`src/hw/rtl/mepcs_pkg.sv`:
```
// ----------------------------------------------------------------------------
// mepcs_pkg: shared types and constants of the effect parameter change sender
// Holds the request and message structs, the per-track record layout and the
// controller numbers of the eight effect parameters.
// ----------------------------------------------------------------------------
package mepcs_pkg;

    localparam int TRACK_COUNT = 16;
    localparam int TRACK_AW    = (TRACK_COUNT > 1) ? $clog2(TRACK_COUNT) : 1;
    localparam int PARAM_COUNT = 8;
    localparam int PARAM_IW    = 3;

    localparam logic [7:0] NEVER_SENT      = 8'd128;
    localparam logic [3:0] BUS_NIBBLE      = 4'hF;
    localparam logic [3:0] STATUS_PRESSURE = 4'hA;
    localparam logic [3:0] STATUS_CONTROL  = 4'hB;

    // Parameter slots, in sending order.
    localparam logic [PARAM_IW-1:0] P_MODE     = 3'd0;
    localparam logic [PARAM_IW-1:0] P_SHAPE    = 3'd1;
    localparam logic [PARAM_IW-1:0] P_CLOCK    = 3'd2;
    localparam logic [PARAM_IW-1:0] P_COLOR    = 3'd3;
    localparam logic [PARAM_IW-1:0] P_FEEDBACK = 3'd4;
    localparam logic [PARAM_IW-1:0] P_DEPTH    = 3'd5;
    localparam logic [PARAM_IW-1:0] P_RATE     = 3'd6;
    localparam logic [PARAM_IW-1:0] P_DELAY    = 3'd7;

    localparam logic [6:0] CC_MODE     = 7'h70;
    localparam logic [6:0] CC_SHAPE    = 7'h76;
    localparam logic [6:0] KEY_CLOCK   = 7'h14;
    localparam logic [6:0] CC_COLOR    = 7'h77;
    localparam logic [6:0] CC_FEEDBACK = 7'h73;
    localparam logic [6:0] CC_DEPTH    = 7'h75;
    localparam logic [6:0] CC_RATE     = 7'h74;
    localparam logic [6:0] CC_DELAY    = 7'h72;

    typedef struct packed {
        logic [3:0] track_index;
        logic       track_active;
        logic [7:0] out_port;
        logic [3:0] out_channel;
        logic [6:0] mode_value;
        logic [6:0] shape_value;
        logic [6:0] clock_value;
        logic [6:0] color_value;
        logic [6:0] feedback_value;
        logic [6:0] depth_value;
        logic [6:0] rate_value;
        logic [6:0] delay_value;
    } in_item_t;

    typedef struct packed {
        logic [7:0] status_byte;
        logic [6:0] controller_number;
        logic [6:0] data_value;
        logic [7:0] dest_port;
        logic       to_bus;
        logic       last_of_run;
    } out_item_t;

    // One memory row holds everything remembered about a track.
    typedef struct packed {
        logic [7:0]                  port;
        logic [3:0]                  channel;
        logic [PARAM_COUNT-1:0][7:0] values;
    } row_t;

    localparam row_t RESET_ROW = '{
        port:    8'd0,
        channel: 4'd0,
        values:  {PARAM_COUNT{NEVER_SENT}}
    };

    function automatic logic [6:0] param_code(input logic [PARAM_IW-1:0] idx);
        logic [6:0] code;
        unique case (idx)
            P_MODE:     code = CC_MODE;
            P_SHAPE:    code = CC_SHAPE;
            P_CLOCK:    code = KEY_CLOCK;
            P_COLOR:    code = CC_COLOR;
            P_FEEDBACK: code = CC_FEEDBACK;
            P_DEPTH:    code = CC_DEPTH;
            P_RATE:     code = CC_RATE;
            P_DELAY:    code = CC_DELAY;
            default:    code = CC_MODE;
        endcase
        return code;
    endfunction

    function automatic logic [6:0] param_value(input in_item_t item,
                                               input logic [PARAM_IW-1:0] idx);
        logic [6:0] v;
        unique case (idx)
            P_MODE:     v = item.mode_value;
            P_SHAPE:    v = item.shape_value;
            P_CLOCK:    v = item.clock_value;
            P_COLOR:    v = item.color_value;
            P_FEEDBACK: v = item.feedback_value;
            P_DEPTH:    v = item.depth_value;
            P_RATE:     v = item.rate_value;
            P_DELAY:    v = item.delay_value;
            default:    v = item.mode_value;
        endcase
        return v;
    endfunction

endpackage

```
`src/hw/rtl/mepcs_row_ram.sv`:
```
// ----------------------------------------------------------------------------
// mepcs_row_ram: per-track record memory
// One write port and one read port; read data is registered, so it appears
// in the cycle after the read is issued.
// ----------------------------------------------------------------------------
module mepcs_row_ram (
    input  logic                           aclk,
    input  logic                           wr_en,
    input  logic [mepcs_pkg::TRACK_AW-1:0] wr_addr,
    input  mepcs_pkg::row_t                wr_data,
    input  logic                           rd_en,
    input  logic [mepcs_pkg::TRACK_AW-1:0] rd_addr,
    output mepcs_pkg::row_t                rd_data
);

    mepcs_pkg::row_t mem [mepcs_pkg::TRACK_COUNT];
    mepcs_pkg::row_t rd_data_reg;

    always_ff @(posedge aclk) begin
        if (wr_en) begin
            mem[wr_addr] <= wr_data;
        end
        if (rd_en) begin
            rd_data_reg <= mem[rd_addr];
        end
    end

    assign rd_data = rd_data_reg;

endmodule

```
`src/hw/rtl/mepcs_msg_fmt.sv`:
```
// ----------------------------------------------------------------------------
// mepcs_msg_fmt: message picker and formatter
// Picks the first pending parameter in sending order, builds its three-byte
// message and returns the set of parameters still pending after it.
// ----------------------------------------------------------------------------
module mepcs_msg_fmt (
    input  logic [mepcs_pkg::PARAM_COUNT-1:0] pending,
    input  mepcs_pkg::in_item_t               item,
    output mepcs_pkg::out_item_t              msg,
    output logic [mepcs_pkg::PARAM_COUNT-1:0] pending_rest
);

    logic [mepcs_pkg::PARAM_IW-1:0]    sel;
    logic [mepcs_pkg::PARAM_COUNT-1:0] rest;

    always_comb begin
        sel = '0;
        // Walk downwards so that the lowest pending slot wins.
        for (int i = mepcs_pkg::PARAM_COUNT - 1; i >= 0; i--) begin
            if (pending[i]) begin
                sel = mepcs_pkg::PARAM_IW'(i);
            end
        end

        rest      = pending;
        rest[sel] = 1'b0;

        msg.status_byte = {(sel == mepcs_pkg::P_CLOCK) ? mepcs_pkg::STATUS_PRESSURE
                                                       : mepcs_pkg::STATUS_CONTROL,
                           item.out_channel};
        msg.controller_number = mepcs_pkg::param_code(sel);
        msg.data_value        = mepcs_pkg::param_value(item, sel);
        msg.dest_port         = item.out_port;
        msg.to_bus            = (item.out_port[7:4] == mepcs_pkg::BUS_NIBBLE);
        msg.last_of_run       = (rest == '0);
    end

    assign pending_rest = rest;

endmodule

```
`src/hw/rtl/midi_effect_param_change_sender.sv`:
```
// ----------------------------------------------------------------------------
// midi_effect_param_change_sender: effect parameter change sender
// Compares an update request against the stored record of its track, writes
// the record back and emits one MIDI message per changed parameter.
// ----------------------------------------------------------------------------
// Flow: an accepted request is compared in the update state, where the record
// is written back if any value changed; its messages (0 to 8) are then sent
// from the emit state, one message per cycle while m_ready is high. No new
// request is taken until the run is done; an inactive request is dropped on
// acceptance. Reset clears the per-track valid flags at once; there is no
// clearing pass.
// ----------------------------------------------------------------------------
module midi_effect_param_change_sender (
    input  logic                  aclk,
    input  logic                  aresetn,
    input  logic                  s_valid,
    output logic                  s_ready,
    input  mepcs_pkg::in_item_t   s_item,
    output logic                  m_valid,
    input  logic                  m_ready,
    output mepcs_pkg::out_item_t  m_item
);

    typedef enum logic [1:0] {
        ST_IDLE,
        ST_UPDATE,
        ST_EMIT
    } state_t;

    state_t                            state_reg, state_next;
    mepcs_pkg::in_item_t               item_reg, item_next;
    logic [mepcs_pkg::PARAM_COUNT-1:0] pending_reg, pending_next;
    logic [mepcs_pkg::TRACK_COUNT-1:0] row_valid_reg, row_valid_next;
    logic                              row_hit_reg, row_hit_next;
    logic                              m_valid_reg, m_valid_next;
    mepcs_pkg::out_item_t              m_item_reg, m_item_next;

    logic                              s_xfer;
    logic                              req_live;
    logic [mepcs_pkg::TRACK_AW-1:0]    s_addr;
    logic [mepcs_pkg::TRACK_AW-1:0]    cur_addr;
    mepcs_pkg::row_t                   rd_data;
    mepcs_pkg::row_t                   stored_row;
    mepcs_pkg::row_t                   new_row;
    logic                              forget;
    logic [mepcs_pkg::PARAM_COUNT-1:0] changed;
    logic                              wr_en;
    logic                              out_free;
    mepcs_pkg::out_item_t              fmt_msg;
    logic [mepcs_pkg::PARAM_COUNT-1:0] fmt_rest;

    assign s_ready  = (state_reg == ST_IDLE);
    assign s_xfer   = s_valid && s_ready;
    assign s_addr   = mepcs_pkg::TRACK_AW'(s_item.track_index);
    assign cur_addr = mepcs_pkg::TRACK_AW'(item_reg.track_index);
    assign req_live = s_item.track_active
                      && (32'(s_item.track_index) < mepcs_pkg::TRACK_COUNT);
    assign out_free = !m_valid_reg || m_ready;

    mepcs_row_ram u_row_ram (
        .aclk    (aclk),
        .wr_en   (wr_en),
        .wr_addr (cur_addr),
        .wr_data (new_row),
        .rd_en   (s_xfer),
        .rd_addr (s_addr),
        .rd_data (rd_data)
    );

    mepcs_msg_fmt u_msg_fmt (
        .pending      (pending_reg),
        .item         (item_reg),
        .msg          (fmt_msg),
        .pending_rest (fmt_rest)
    );

    // Compare the stored record with the request and build the new record.
    always_comb begin
        stored_row = row_hit_reg ? rd_data : mepcs_pkg::RESET_ROW;
        forget     = (stored_row.port != item_reg.out_port)
                     || (stored_row.channel != item_reg.out_channel);
        new_row.port    = item_reg.out_port;
        new_row.channel = item_reg.out_channel;
        for (int i = 0; i < mepcs_pkg::PARAM_COUNT; i++) begin
            new_row.values[i] = {1'b0, mepcs_pkg::param_value(item_reg,
                                                              mepcs_pkg::PARAM_IW'(i))};
            changed[i] = (forget ? mepcs_pkg::NEVER_SENT : stored_row.values[i])
                         != new_row.values[i];
        end
    end

    assign wr_en = (state_reg == ST_UPDATE) && (changed != '0);

    always_comb begin
        state_next     = state_reg;
        item_next      = item_reg;
        pending_next   = pending_reg;
        row_valid_next = row_valid_reg;
        row_hit_next   = row_hit_reg;
        m_valid_next   = m_valid_reg && !m_ready;
        m_item_next    = m_item_reg;

        unique case (state_reg)
            ST_IDLE: begin
                if (s_xfer && req_live) begin
                    item_next    = s_item;
                    row_hit_next = row_valid_reg[s_addr];
                    state_next   = ST_UPDATE;
                end
            end
            ST_UPDATE: begin
                pending_next = changed;
                if (wr_en) begin
                    row_valid_next[cur_addr] = 1'b1;
                    state_next               = ST_EMIT;
                end else begin
                    state_next = ST_IDLE;
                end
            end
            ST_EMIT: begin
                if (out_free) begin
                    m_valid_next = 1'b1;
                    m_item_next  = fmt_msg;
                    pending_next = fmt_rest;
                    if (fmt_rest == '0) begin
                        state_next = ST_IDLE;
                    end
                end
            end
            default: begin
                state_next = ST_IDLE;
            end
        endcase
    end

    always_ff @(posedge aclk) begin
        if (!aresetn) begin
            state_reg     <= ST_IDLE;
            row_valid_reg <= '0;
            m_valid_reg   <= 1'b0;
        end else begin
            state_reg     <= state_next;
            row_valid_reg <= row_valid_next;
            m_valid_reg   <= m_valid_next;
        end
        item_reg    <= item_next;
        pending_reg <= pending_next;
        row_hit_reg <= row_hit_next;
        m_item_reg  <= m_item_next;
    end

    assign m_valid = m_valid_reg;
    assign m_item  = m_item_reg;

`ifndef SYNTHESIS
    // A run is only entered with at least one message to send.
    a_emit_has_work: assert property (@(posedge aclk) disable iff (!aresetn)
        (state_reg == ST_EMIT) |-> (pending_reg != '0))
        else $error("emit state with nothing pending");

    // The record is written back only while a request is being compared.
    a_write_in_update: assert property (@(posedge aclk) disable iff (!aresetn)
        wr_en |-> (state_reg == ST_UPDATE))
        else $error("record write outside the update cycle");

    // The message marked last ends the run and frees the block.
    a_last_ends_run: assert property (@(posedge aclk) disable iff (!aresetn)
        ((state_reg == ST_EMIT) && out_free && fmt_msg.last_of_run)
        |=> (state_reg == ST_IDLE) && m_valid_reg && m_item_reg.last_of_run)
        else $error("last message did not end the run");

    // A live request always reaches the compare cycle next.
    a_accept_to_update: assert property (@(posedge aclk) disable iff (!aresetn)
        (s_xfer && req_live) |=> (state_reg == ST_UPDATE))
        else $error("accepted request skipped the compare");
`endif

endmodule

```
`config.mk`:
```
export PLATFORM = sky130hd
export DESIGN_NAME = midi_effect_param_change_sender
export DESIGN_NICKNAME = d
export VERILOG_FILES = /design/src/hw/rtl/mepcs_pkg.sv /design/src/hw/rtl/mepcs_row_ram.sv /design/src/hw/rtl/mepcs_msg_fmt.sv /design/src/hw/rtl/midi_effect_param_change_sender.sv
export SDC_FILE = /design/constraint.sdc
export NUM_CORES = 1
export LEC_CHECK = 0
export ABC_AREA = 1
export ABC_CLOCK_PERIOD_IN_PS = 12400
export BUFFER_PORTS_ARGS = -buffer_cell sky130_fd_sc_hd__buf_4
export CAP_MARGIN = 0
export CORE_MARGIN = 5
export CORE_UTILIZATION = 45
export DETAILED_ROUTE_END_ITERATION = 10
export PLACE_DENSITY_LB_ADDON = 0.15
export SYNTH_ARGS = -nofsm -noshare
export SYNTH_HDL_FRONTEND = slang
export SYNTH_SLANG_ARGS = --single-unit
export TNS_END_PERCENT = 30
```
`constraint.sdc`:
```
create_clock -name aclk -period 12.4 [get_ports aclk]
set_input_delay 3.72 -clock aclk [delete_from_list [all_inputs] [get_ports aclk]]
set_output_delay 3.72 -clock aclk [all_outputs]
set_load 0.01 [all_outputs]
```
Yosys cells after proc, flatten, opt, wreduce, memory -nomap -nowiden. Memories as Yosys holds them, arrays and structs flattened. A register that Yosys moved wholly into a read port is not among the register bits. Index checks and enable logic that the tools add are counted.

Flip-flop bits (word level): 196. Memory bits (writable): 1088. Memory bits (read-only): 40. Bits of input ports: 77. Output and inout bits: 34. Word-level logic and storage cells: 119. Memories kept: 2.

Memories: u_row_ram.mem (depth 16, bits a word 68, rd ports 1, clocked after memory_dff 1, write ports 1, line mepcs_row_ram.sv:16) `mepcs_pkg::row_t mem [mepcs_pkg::TRACK_COUNT];`; (name not given) (depth 8, bits a word 5, rd ports 1, clocked after memory_dff 1, write ports 0, line mepcs_pkg.sv:76) `unique case (idx)`.

Order comparisons: 5. Equality and inequality tests: 23. Multiplexer cells: 36. Bitwise gates (word level): 3. Reduce and logical (&&, ||, !) cells: 20.

Operator list (number): 2-to-1 mux 76 bit (1); 2-to-1 mux 8 bit (9); inequality test 8 x 7 -> 1 bit (8); one-hot mux 7 bit (8 select lines) (1); 2-to-1 mux 3 bit (8); OR 16 bit (1); one-hot mux 8 bit (2 select lines) (1); == test 3 bit, second input constant (4); < comparator 4 x 5 -> 1 bit, second input constant (2); AND 8 bit (1); zero test 8 bit (1); 2-to-1 mux 1 bit (8); 2-to-1 mux 2 bit (4); inequality test 8 bit (1); inverter 8 bit (1); AND reduction 2 bit (4); nonzero test 8 bit (1); == test 3 x 2 -> 1 bit, second input constant (2); logical AND 1 bit (6); one-hot mux 2 bit (3 select lines) (1); binary-select mux 1 bit (select 4 bit) (1); demux 1 bit (select 4 bit) (1); == test 4 bit, second input constant (1); greater-or-equal comparator 4 x 1 -> 1 bit, second input constant (1); other kinds (15) (18).

Longest topological paths before layout. Gate-level depths: netlist of the first run.

Depth in word-level cells: 18. Gate-level depth with buffers: 22. Gate-level depth less buffers: 17.

Hierarchy. From an unflattened synthesis of the first run, not the netlist that was laid out.

Cells, all modules: 5780. Area total of the unflattened synthesis: 61152.4 µm².

By module, submodules not included: mepcs_row_ram (times used 1, cells an instance 4997, area each 54179.5 µm², sequential area each 38797.2 µm²); midi_effect_param_change_sender (times used 1, cells an instance 600, area each 6012.0 µm², sequential area each 3803.6 µm²); mepcs_msg_fmt (times used 1, cells an instance 183, area each 960.9 µm², sequential area each 0.0 µm²).

Worst setup path before layout of the first run. No wires, ideal clock.

Path kind: input to register. Start: in s_valid. End: reg item_reg (netlist bit cur_addr[0]) (enable). Setup time: 0.426 ns. Data arrival time: 10.678 ns. Data required time: 11.974 ns. Path slack: 1.295 ns. Stages on the path: 3. Buffers on the path: 0. Cells stage by stage: nor3b_1 nand2_1 inv_1.

Word-level cells in the longest chain between the ends: 3.

Ends and longest elaborated chain: start: declaration (line midi_effect_param_change_sender.sv:16) `input logic s_valid,`; logical AND 1 bit (line midi_effect_param_change_sender.sv:53) `assign s_xfer = s_valid && s_ready;`; logical AND 1 bit (line midi_effect_param_change_sender.sv:105) `if (s_xfer && req_live) begin`; AND reduction 2 bit (no source line); end signal: assignment (line midi_effect_param_change_sender.sv:146) `item_reg <= item_next;`; end: declaration (line midi_effect_param_change_sender.sv:31) `mepcs_pkg::in_item_t item_reg, item_next;`.

Every way passes these cells. A chain may end at the register's enable or synchronous reset.

Worst setup path in the final report of the first run.
Start: reg row_hit_reg. End: mem u_row_ram.mem[14][22] (netlist bit) (enable).

Word-level cells in the longest chain between the ends: 9. Elaborated cells between the ends (all ways): 24. Those cells by class: eq/ne (10); mux (11); reduce/logical (3).

Ends and longest elaborated chain: start: declaration (line midi_effect_param_change_sender.sv:34) `logic row_hit_reg, row_hit_next;`; start signal: assignment (line midi_effect_param_change_sender.sv:148) `row_hit_reg <= row_hit_next;`; 2-to-1 mux 76 bit * (line midi_effect_param_change_sender.sv:79) `stored_row = row_hit_reg ? rd_data : mepcs_pkg::RESET_ROW;`; inequality test 8 bit or inequality test 4 bit (tied branches) (line midi_effect_param_change_sender.sv:80, midi_effect_param_change_sender.sv:81); logical OR 1 bit (line midi_effect_param_change_sender.sv:81) `|| (stored_row.channel != item_reg.out_channel);`; 2-to-1 mux 8 bit (line midi_effect_param_change_sender.sv:87) `changed[i] = (forget ? mepcs_pkg::NEVER_SENT : stored_row.values[i])`; inequality test 8 x 7 -> 1 bit (line midi_effect_param_change_sender.sv:88) `!= new_row.values[i];`; nonzero test 8 bit * (line midi_effect_param_change_sender.sv:92) `assign wr_en = (state_reg == ST_UPDATE) && (changed != '0);`; logical AND 1 bit * (line midi_effect_param_change_sender.sv:92); 2-to-1 mux 1 bit * (line mepcs_row_ram.sv:20) `if (wr_en) begin`; 2-to-1 mux 1 bit (not written as such) * (line mepcs_row_ram.sv:21) `mem[wr_addr] <= wr_data;`; end: declaration (line mepcs_row_ram.sv:16).

Every way passes the cells marked *; elsewhere a longest branch is shown, timed or not.

==> load_flow_metrics.sql, run 1 <==
INSERT INTO impl_metrics (metric_group, metric, value, unit) VALUES
('run_status', 'status', 'completed', ''),
('floorplanning', 'die_area', '123000', 'um^2'),
('detailed_routing', 'vias_per_cell', '5.65', ''),
('synth', 'netlist_top_cells_area', 'edfxtp_1 73%, mux2i_1 5.2%, o211ai_1 4.0%', ''),
('global_route', 'initial_antenna_violation_count', '6', ''),
('synth', 'synth_top_family_by_area', 'compound AO/OA/AOI/OAI gates', ''),
('sta', 'period_minus_slack', '6.30', 'ns'),
('pwr', 'p_total', '9300', 'uW'),
('global_route', 'globalRouteTotalUtil', '21.5', '%'),
('sta', 'timing_hold_violations_final', '0', ''),
('synth', 'syn_inst', '3808', ''),
('detailed_routing', 'postRouteWirelength', '133000', 'um'),
('placement', 'gp_congestion', '0.813', ''),
('detailed_routing', 'wl_per_cell', '24.2', 'um'),
('synth', 'synthDistinctLibCells', '44', ''),
('worst_setup_path', 'cp_slowest_stage_delay', '0.81', 'ns'),
('floorplanning', 'floorplan.io_pins', '111', ''),
('worst_setup_path', 'endpoint_kind', 'register', ''),
('cts', 'cts_htree_levels', '4', ''),
('sta', 'tightestPinTransition', '1.23', 'ns'),
('synth', 'async_reset_ff_share', '0', '%'),
('synth', 'synthSimpleGateAreaFrac', '5.36', '%'),
('cts', 'worst_setup_hold_path_clk_slew', '0.06', 'ns'),
('synth', 'synth-edff-count', '1263', ''),
('finish', 'largest_register_ffs', '1088', ''),
('worst_setup_path', 'ff2ff_setup_slack', '6.10', 'ns'),
('floorplanning', 'die_h', '350', 'um'),
('placement', 'dp_worst_setup_slack', '5.73', 'ns'),
('pwr', 'cellLeakagePower', '0.0210', 'uW'),
('detailed_routing', 'drt_pass_1_iters', '6', ''),
('global_route', 'grt_overflow', '0', ''),
('sta', 'slew_headroom', '17.8', '%'),
('pwr', 'vdd_drop_max', '0.132', 'mV'),
('detailed_routing', 'ant_nets', '0', ''),
('sta', 'final-max-slew-violation-count', '0', ''),
('sta', 'setup-violations-final', '0', ''),
('worst_setup_path', 'cpMostUsedCell', 'nand2_1', ''),
('finish', 'area_growth_syn_to_layout', '12.9', '%'),
('worst_setup_path', 'path_max_fanout', '56', ''),
('cts', 'cts-buffers-inserted', '140', ''),
('finish', 'mostFrequentLayoutCells', '1263 x edfxtp_1, 402 x inv_1, 339 x o21ai_0', ''),
('finish', 'final_net_count', '3960', ''),
('worst_setup_path', 'worst_path_max_delay_cell', 'buf_4', ''),
('worst_setup_path', 'startpoint_type', 'register', ''),
('synth', 'synthMuxAreaShare', '5.23', '%'),
('placement', 'placement.io_buffers', '105', ''),
('sta', 'fin_ws', '6.10', 'ns'),
('synth', 'syn_area_per_cell', '13.7', 'um^2'),
('sta', 'unrepaired_setup_endpoints_after_global_routing', 'false', ''),
('pwr', 'power_per_cell_area', '158', 'nW/um^2'),
('worst_setup_path', 'worst_ep_required_time', '12.75', 'ns'),
('sta', 'post_route_clock_period_utilization', '50.8', '%'),
('global_route', 'grt_first_pass_wirelength', '196000', 'um'),
('cts', 'clock_sink_count', '1282', ''),
('flow_run', 'cap_violations', '0', ''),
('synth', 'synth_area_leader_cell', 'edfxtp_1', ''),
('detailed_routing', 'vias', '31100', ''),
('global_route', 'grt_start_max_net_pins', '176', ''),
('synth', 'synth_top_cell_area_share', '72.8', '%'),
('synth', 'synthXorXnorAreaFrac', '0.151', '%'),
('worst_setup_path', 'timing.reg2reg.worst_path_depth', '20', ''),
('synth', 'post_synth_fa_ha_maj_area_fraction', '0.0961', '%'),
('floorplanning', 'die_w', '350', 'um'),
('detailed_routing', 'drt_iter0_markers', '2987', ''),
('sta', 'fin_tns_setup', '0', 'ns'),
('detailed_routing', 'drcViolationCount', '0', ''),
('synth', 'portion_of_the_post_synthesis_area_used_by_sequential_elements', '73.5', '%'),
('worst_hold_path', 'min_delay_path_depth', '2', ''),
('synth', 'netlist_area', '52100', 'um^2'),
('worst_setup_path', 'cp.arrival', '6.65', 'ns'),
('placement', 'dpl.hpwl', '67300', 'um');
==> per-stage QoR <==
step	instance area [um^2]	instances	utilization, %	hold WS, ns
4_1_cts	58800	5500	51.3	0.447
2_1_floorplan	52100	3811	-	0.427
6_report	58800	5502	51.3	0.447
5_1_grt	58800	5500	51.3	0.467
3_5_place_dp	54400	5249	47.4	0.439
3_3_place_gp	54400	5249	47.4	0.434
==> Yosys cell counts, types with 2 or more instances <==
cell      number
nand2_1      301
nor2_2         4
o21bai_1       2
buf_1         41
o211ai_1     277
a311oi_1       3
nand2_2        2
nand3b_1       2
conb_1         2
nor2_4         3
buf_6          6
buf_2          9
nand4_1       52
o21ai_1        6
a21oi_1      309
inv_1        415
buf_4         13
edfxtp_1    1263
mux2i_1      272
dfxtp_1       19
ha_1           4
o21ai_0      339
o22ai_1       15
nand3_2        9
clkinv_1       2
nor3_1         4
inv_2          8
xor2_1         8
nand3_1      157
nor2_1        84
clkbuf_1     164
==> logic make-up after synthesis <==
logic type | after synthesis
fa+ha+maj | 4
mux | 272
other cells | 2
flops | 1282
xor+xnor | 9
buf+inv | 658
compound gates | 959
simple gates | 622
==> power by group <==
| group | switching (uW) | internal [uW] |
|---|---|---|
| Combinational | 282 | 132 |
| Clock | 1650 | 2370 |
| Sequential | 58.9 | 4810 |
| Total | 1990 | 7310 |
==> final cells by class <==
| type | count | area, um^2 | share of cell area (%) |
|---|---|---|---|
| Inverter | 425 | 1650 | 2.81 |
| Multi-Input combinational cell | 1871 | 11200 | 19.1 |
| Clock inverter | 72 | 614 | 1.04 |
| Timing Repair Buffer | 159 | 1280 | 2.17 |
| Sequential cell | 1282 | 38300 | 65.2 |
| Tap cell | 1512 | 1890 | 3.22 |
| Antenna cell | 2 | 5.00 | 0.00851 |
| Clock buffer | 179 | 3800 | 6.46 |
==> critical path, delay by kind of cell, from the launching register on <==
kind	cells	cell delay [ns]
buf+inv	5	2.96
simple gates	14	2.15
flops	1	0.32
compound gates	1	0.27
==> path summary, 6_finish.rpt <==
kind / to / start
setup / recovery: u_row_ram.mem[14][22] / row_hit_reg
hold / removal: row_valid_reg[10] / row_valid_reg[10]
setup reg to reg: u_row_ram.mem[14][22] / row_hit_reg
hold reg to reg: row_valid_reg[10] / row_valid_reg[10]
==> layer usage <==
| layer | part of all wire (%) | track usage [%] |
|---|---|---|
| met1 | 46 | 31.6 |
| met2 | 45 | 33.4 |
| met3 | 7.3 | 4.25 |
| met4 | 2.1 | 5.67 |
| met5 | 0 | 0 |
(Power assumes the default switching activity.)
==> run 2: changes to the inputs <==
--- a/config.mk
+++ b/config.mk
@@ -6,7 +6,7 @@
 export NUM_CORES = 1
 export LEC_CHECK = 0
 export ABC_AREA = 1
-export ABC_CLOCK_PERIOD_IN_PS = 12400
+export ABC_CLOCK_PERIOD_IN_PS = 5700
 export BUFFER_PORTS_ARGS = -buffer_cell sky130_fd_sc_hd__buf_4
 export CAP_MARGIN = 0
 export CORE_MARGIN = 5
==> constraint.sdc (replaced) <==
create_clock -name aclk -period 5.7 [get_ports aclk]
set_input_delay 1.71 -clock aclk [delete_from_list [all_inputs] [get_ports aclk]]
set_output_delay 1.71 -clock aclk [all_outputs]
set_load 0.01 [all_outputs]
==> run 2 against run 1 <==
Critical path depth is 3 lower. Non-clock buffer count rose by 45. Sequential power increased by 120%. Clock-buffer cell count fell by 6. Utilization grew 0.21 points. Worst setup slack worse by 5.4 ns. First-iteration DRC count up 9.1%.
==> load_flow_metrics.sql, run 2 (same netlist as run 1, synthesis figures left out) <==
INSERT INTO impl_metrics (metric_group, metric, value, unit) VALUES
('run_status', 'status', 'completed', ''),
('global_route', 'globalRouteTotalUtil', '21.4', '%'),
('finish', 'mostFrequentLayoutCells', '1263 x edfxtp_1, 402 x inv_1, 339 x o21ai_0', ''),
('pwr', 'cellLeakagePower', '0.0212', 'uW'),
('sta', 'tightestPinTransition', '1.24', 'ns'),
('placement', 'dpl.hpwl', '73000', 'um'),
('sta', 'setup-violations-final', '0', ''),
('cts', 'insertion_delay', '0.73', 'ns'),
('worst_setup_path', 'ff2ff_setup_slack', '0.73', 'ns'),
('detailed_routing', 'vias', '31000', ''),
('cts', 'cts-root-to-sink-buffers', '3', ''),
('global_route', 'grt_start_max_net_pins', '148', ''),
('sta', 'timing_hold_violations_final', '0', ''),
('worst_setup_path', 'cp.arrival', '5.33', 'ns'),
('worst_setup_path', 'worst_reg2reg_path_startpoint', 'row_hit_reg', ''),
('pwr', 'vdd_drop_max', '0.239', 'mV'),
('finish', 'multiInputGateArea', '11300', 'um^2'),
('detailed_routing', 'vias_per_cell', '5.60', ''),
('sta', 'final_skew', '0.0263', 'ns'),
('global_route', 'grt_most_used_layer', 'met2', ''),
('worst_setup_path', 'critPathBufInv', '4', ''),
('floorplanning', 'die_h', '350', 'um'),
('floorplanning', 'initial_core_util', '45.4', '%'),
('cts', 'clock_sink_count', '1282', ''),
('pwr', 'p_total', '19900', 'uW'),
('detailed_routing', 'drt_iter0_markers', '3259', ''),
('sta', 'slew_headroom', '17.5', '%'),
('finish', 'largest_register_ffs', '1088', ''),
('placement', 'gp_congestion', '0.850', ''),
('sta', 'post_route_clock_period_utilization', '87.1', '%'),
('cts', 'cts_hold_repair.buffers', '0', ''),
('detailed_routing', 'wl_per_cell', '24.0', 'um'),
('worst_setup_path', 'worst_ep_required_time', '6.06', 'ns'),
('sta', 'final-max-slew-violation-count', '0', ''),
('global_route', 'grt_use_met1', '31.4', '%'),
('worst_setup_path', 'criticalPathCategory', 'reg -> reg', ''),
('worst_setup_path', 'worstPathCellList', 'buf_4, nand2_1, nand2_1, nand3_1, nor2_4, buf_4, nand4_1, nand2_1, nor2_1, nand2_1, nor2_1, nand2_1, nor2_2, nand2_2, nand3_1, inv_4, buf_4', ''),
('detailed_routing', 'postRouteWirelength', '133000', 'um'),
('global_route', 'grtUsageMet3', '3.68', '%'),
('finish', 'finish.cell_count_without_fillers', '5538', ''),
('floorplanning', 'floorplan.io_pins', '111', ''),
('cts', 'cts_tree', 'built', ''),
('sta', 'unrepaired_setup_endpoints_after_global_routing', 'false', ''),
('cts', 'cts-buffers-inserted', '137', ''),
('finish', 'seq_cell_area', '38300', 'um^2'),
('finish', 'post-route-util', '51.5', '%'),
('cts', 'ctsRootBufferMaster', 'clkbuf_16', ''),
('placement', 'placement.io_buffers', '105', ''),
('worst_hold_path', 'min_path_type', 'reg -> reg', ''),
('global_route', 'grt_first_pass_wirelength', '196000', 'um'),
('finish', 'final_net_count', '4002', ''),
('cts', 'number_of_setup_buffers_added_after_cts', '0', ''),
('finish', 'layout-drive-gt1-share', '10.7', '%'),
('worst_setup_path', 'cpMostUsedCell', 'nand2_1', ''),
('worst_setup_path', 'cp-startpoint', 'row_hit_reg', ''),
('global_route', 'grt_pass1_vias', '29600', ''),
('floorplanning', 'floorplan.rows', '124', ''),
('detailed_routing', 'ant_nets', '0', ''),
('worst_setup_path', 'cp_slowest_stage_delay', '0.91', 'ns'),
('finish', 'most_common_cell_after_layout_fill_and_taps_aside', 'edfxtp_1', ''),
('floorplanning', 'die_w', '350', 'um'),
('worst_setup_path', 'timing.rr.end', 'u_row_ram.mem[1][45]', ''),
('flow_run', 'cap_violations', '0', ''),
('worst_setup_path', 'timing.critical_path.max_delay_family', 'buffers and inverters', ''),
('worst_setup_path', 'worst-path-stages', '17', ''),
('placement', 'place.detailed.instances', '5294', ''),
('finish', 'area_growth_syn_to_layout', '13.3', '%'),
('pwr', 'power_per_cell_area', '337', 'nW/um^2'),
('sta', 'period_minus_slack', '4.97', 'ns'),
('worst_setup_path', 'worst_path_max_delay_cell', 'edfxtp_1', ''),
('sta', 'smallest_hold_slack', '0.450', 'ns'),
('worst_setup_path', 'endpoint_kind', 'register', ''),
('floorplanning', 'core-area', '115000', 'um^2'),
('global_route', 'use_met2', '33.5', '%'),
('cts', 'worst_setup_hold_path_clk_slew', '0.06', 'ns'),
('global_route', 'initial_antenna_violation_count', '4', ''),
('worst_setup_path', 'timing.reg2reg.worst_path_depth', '17', ''),
('worst_setup_path', 'crit_path_end', 'u_row_ram.mem[1][45]', ''),
('sta', 'fin_tns_setup', '0', 'ns'),
('finish', 'filler_cell_count', '9593', ''),
('detailed_routing', 'drt_pass_1_iters', '7', ''),
('sta', 'max_freq', '0.201', 'GHz'),
('cts', 'cts_htree_levels', '4', ''),
('global_route', 'grt_overflow', '0', ''),
('detailed_routing', 'drcViolationCount', '0', ''),
('worst_setup_path', 'startpoint_type', 'register', ''),
('floorplanning', 'die_area', '123000', 'um^2'),
('cts', 'ctsResizeCount', '0', ''),
('worst_setup_path', 'path_max_fanout', '41', '');
run 2: cell count changes in the layout (fill, tap and decap cells not counted), sizes merged:
| cell | before | now |
|---|---|---|
| bufinv | 10 | 5 |
| clkbuf | 180 | 173 |
| inv | 427 | 430 |
| clkinvlp | 3 | 2 |
| buf | 158 | 204 |
run 2: metrics by stage:
stage	area [um^2]	setup WS [ns]
floorplan	52100	0.0762
global route	59000	0.380
CTS	59000	0.779
finish	59000	0.734
global placement	54900	0.859
detailed placement	54900	0.789
run 2: per-layer routing:
layer	part of all wire [%]	vias to the layer above	routed length, um
met5	0	-	0
met4	2.2	0	2870
met1	45	15500	60100
met2	46	1068	61200
li1	-	14300	-
met3	6.7	186	8980
run 2: layout make-up:
cell class / count / share of cell area (%)
clock buffers: 173 / 6.18
flip-flops and latches: 1282 / 64.9
well taps: 1512 / 3.20
multi-input cells: 1871 / 19.1
clock inverters: 69 / 0.869
inverters: 425 / 2.80
diodes: 2 / 0.00848
repair buffers: 204 / 2.99
run 2: worst min-delay path by stage:
stage / start / to / cells after the start
finish: row_valid_reg[10] / row_valid_reg[10] / 2
floorplan: row_valid_reg[0] / row_valid_reg[0] / 2
CTS: row_valid_reg[10] / row_valid_reg[10] / 2
detailed placement: row_valid_reg[10] / row_valid_reg[10] / 2
global placement: row_valid_reg[8] / row_valid_reg[8] / 2
global route: row_valid_reg[12] / row_valid_reg[12] / 2
run 2: report_power, final:
group          internal (uW)  switching (uW)  total, uW
clock network           4760            3580       8340
registers              10500             103      10600
logic                    315             695       1010
run 2: tightest hold or removal path, stage by stage (launching register included):
cell     delay (ns)
dfxtp_1        0.31
inv_1          0.04
a21oi_1        0.05
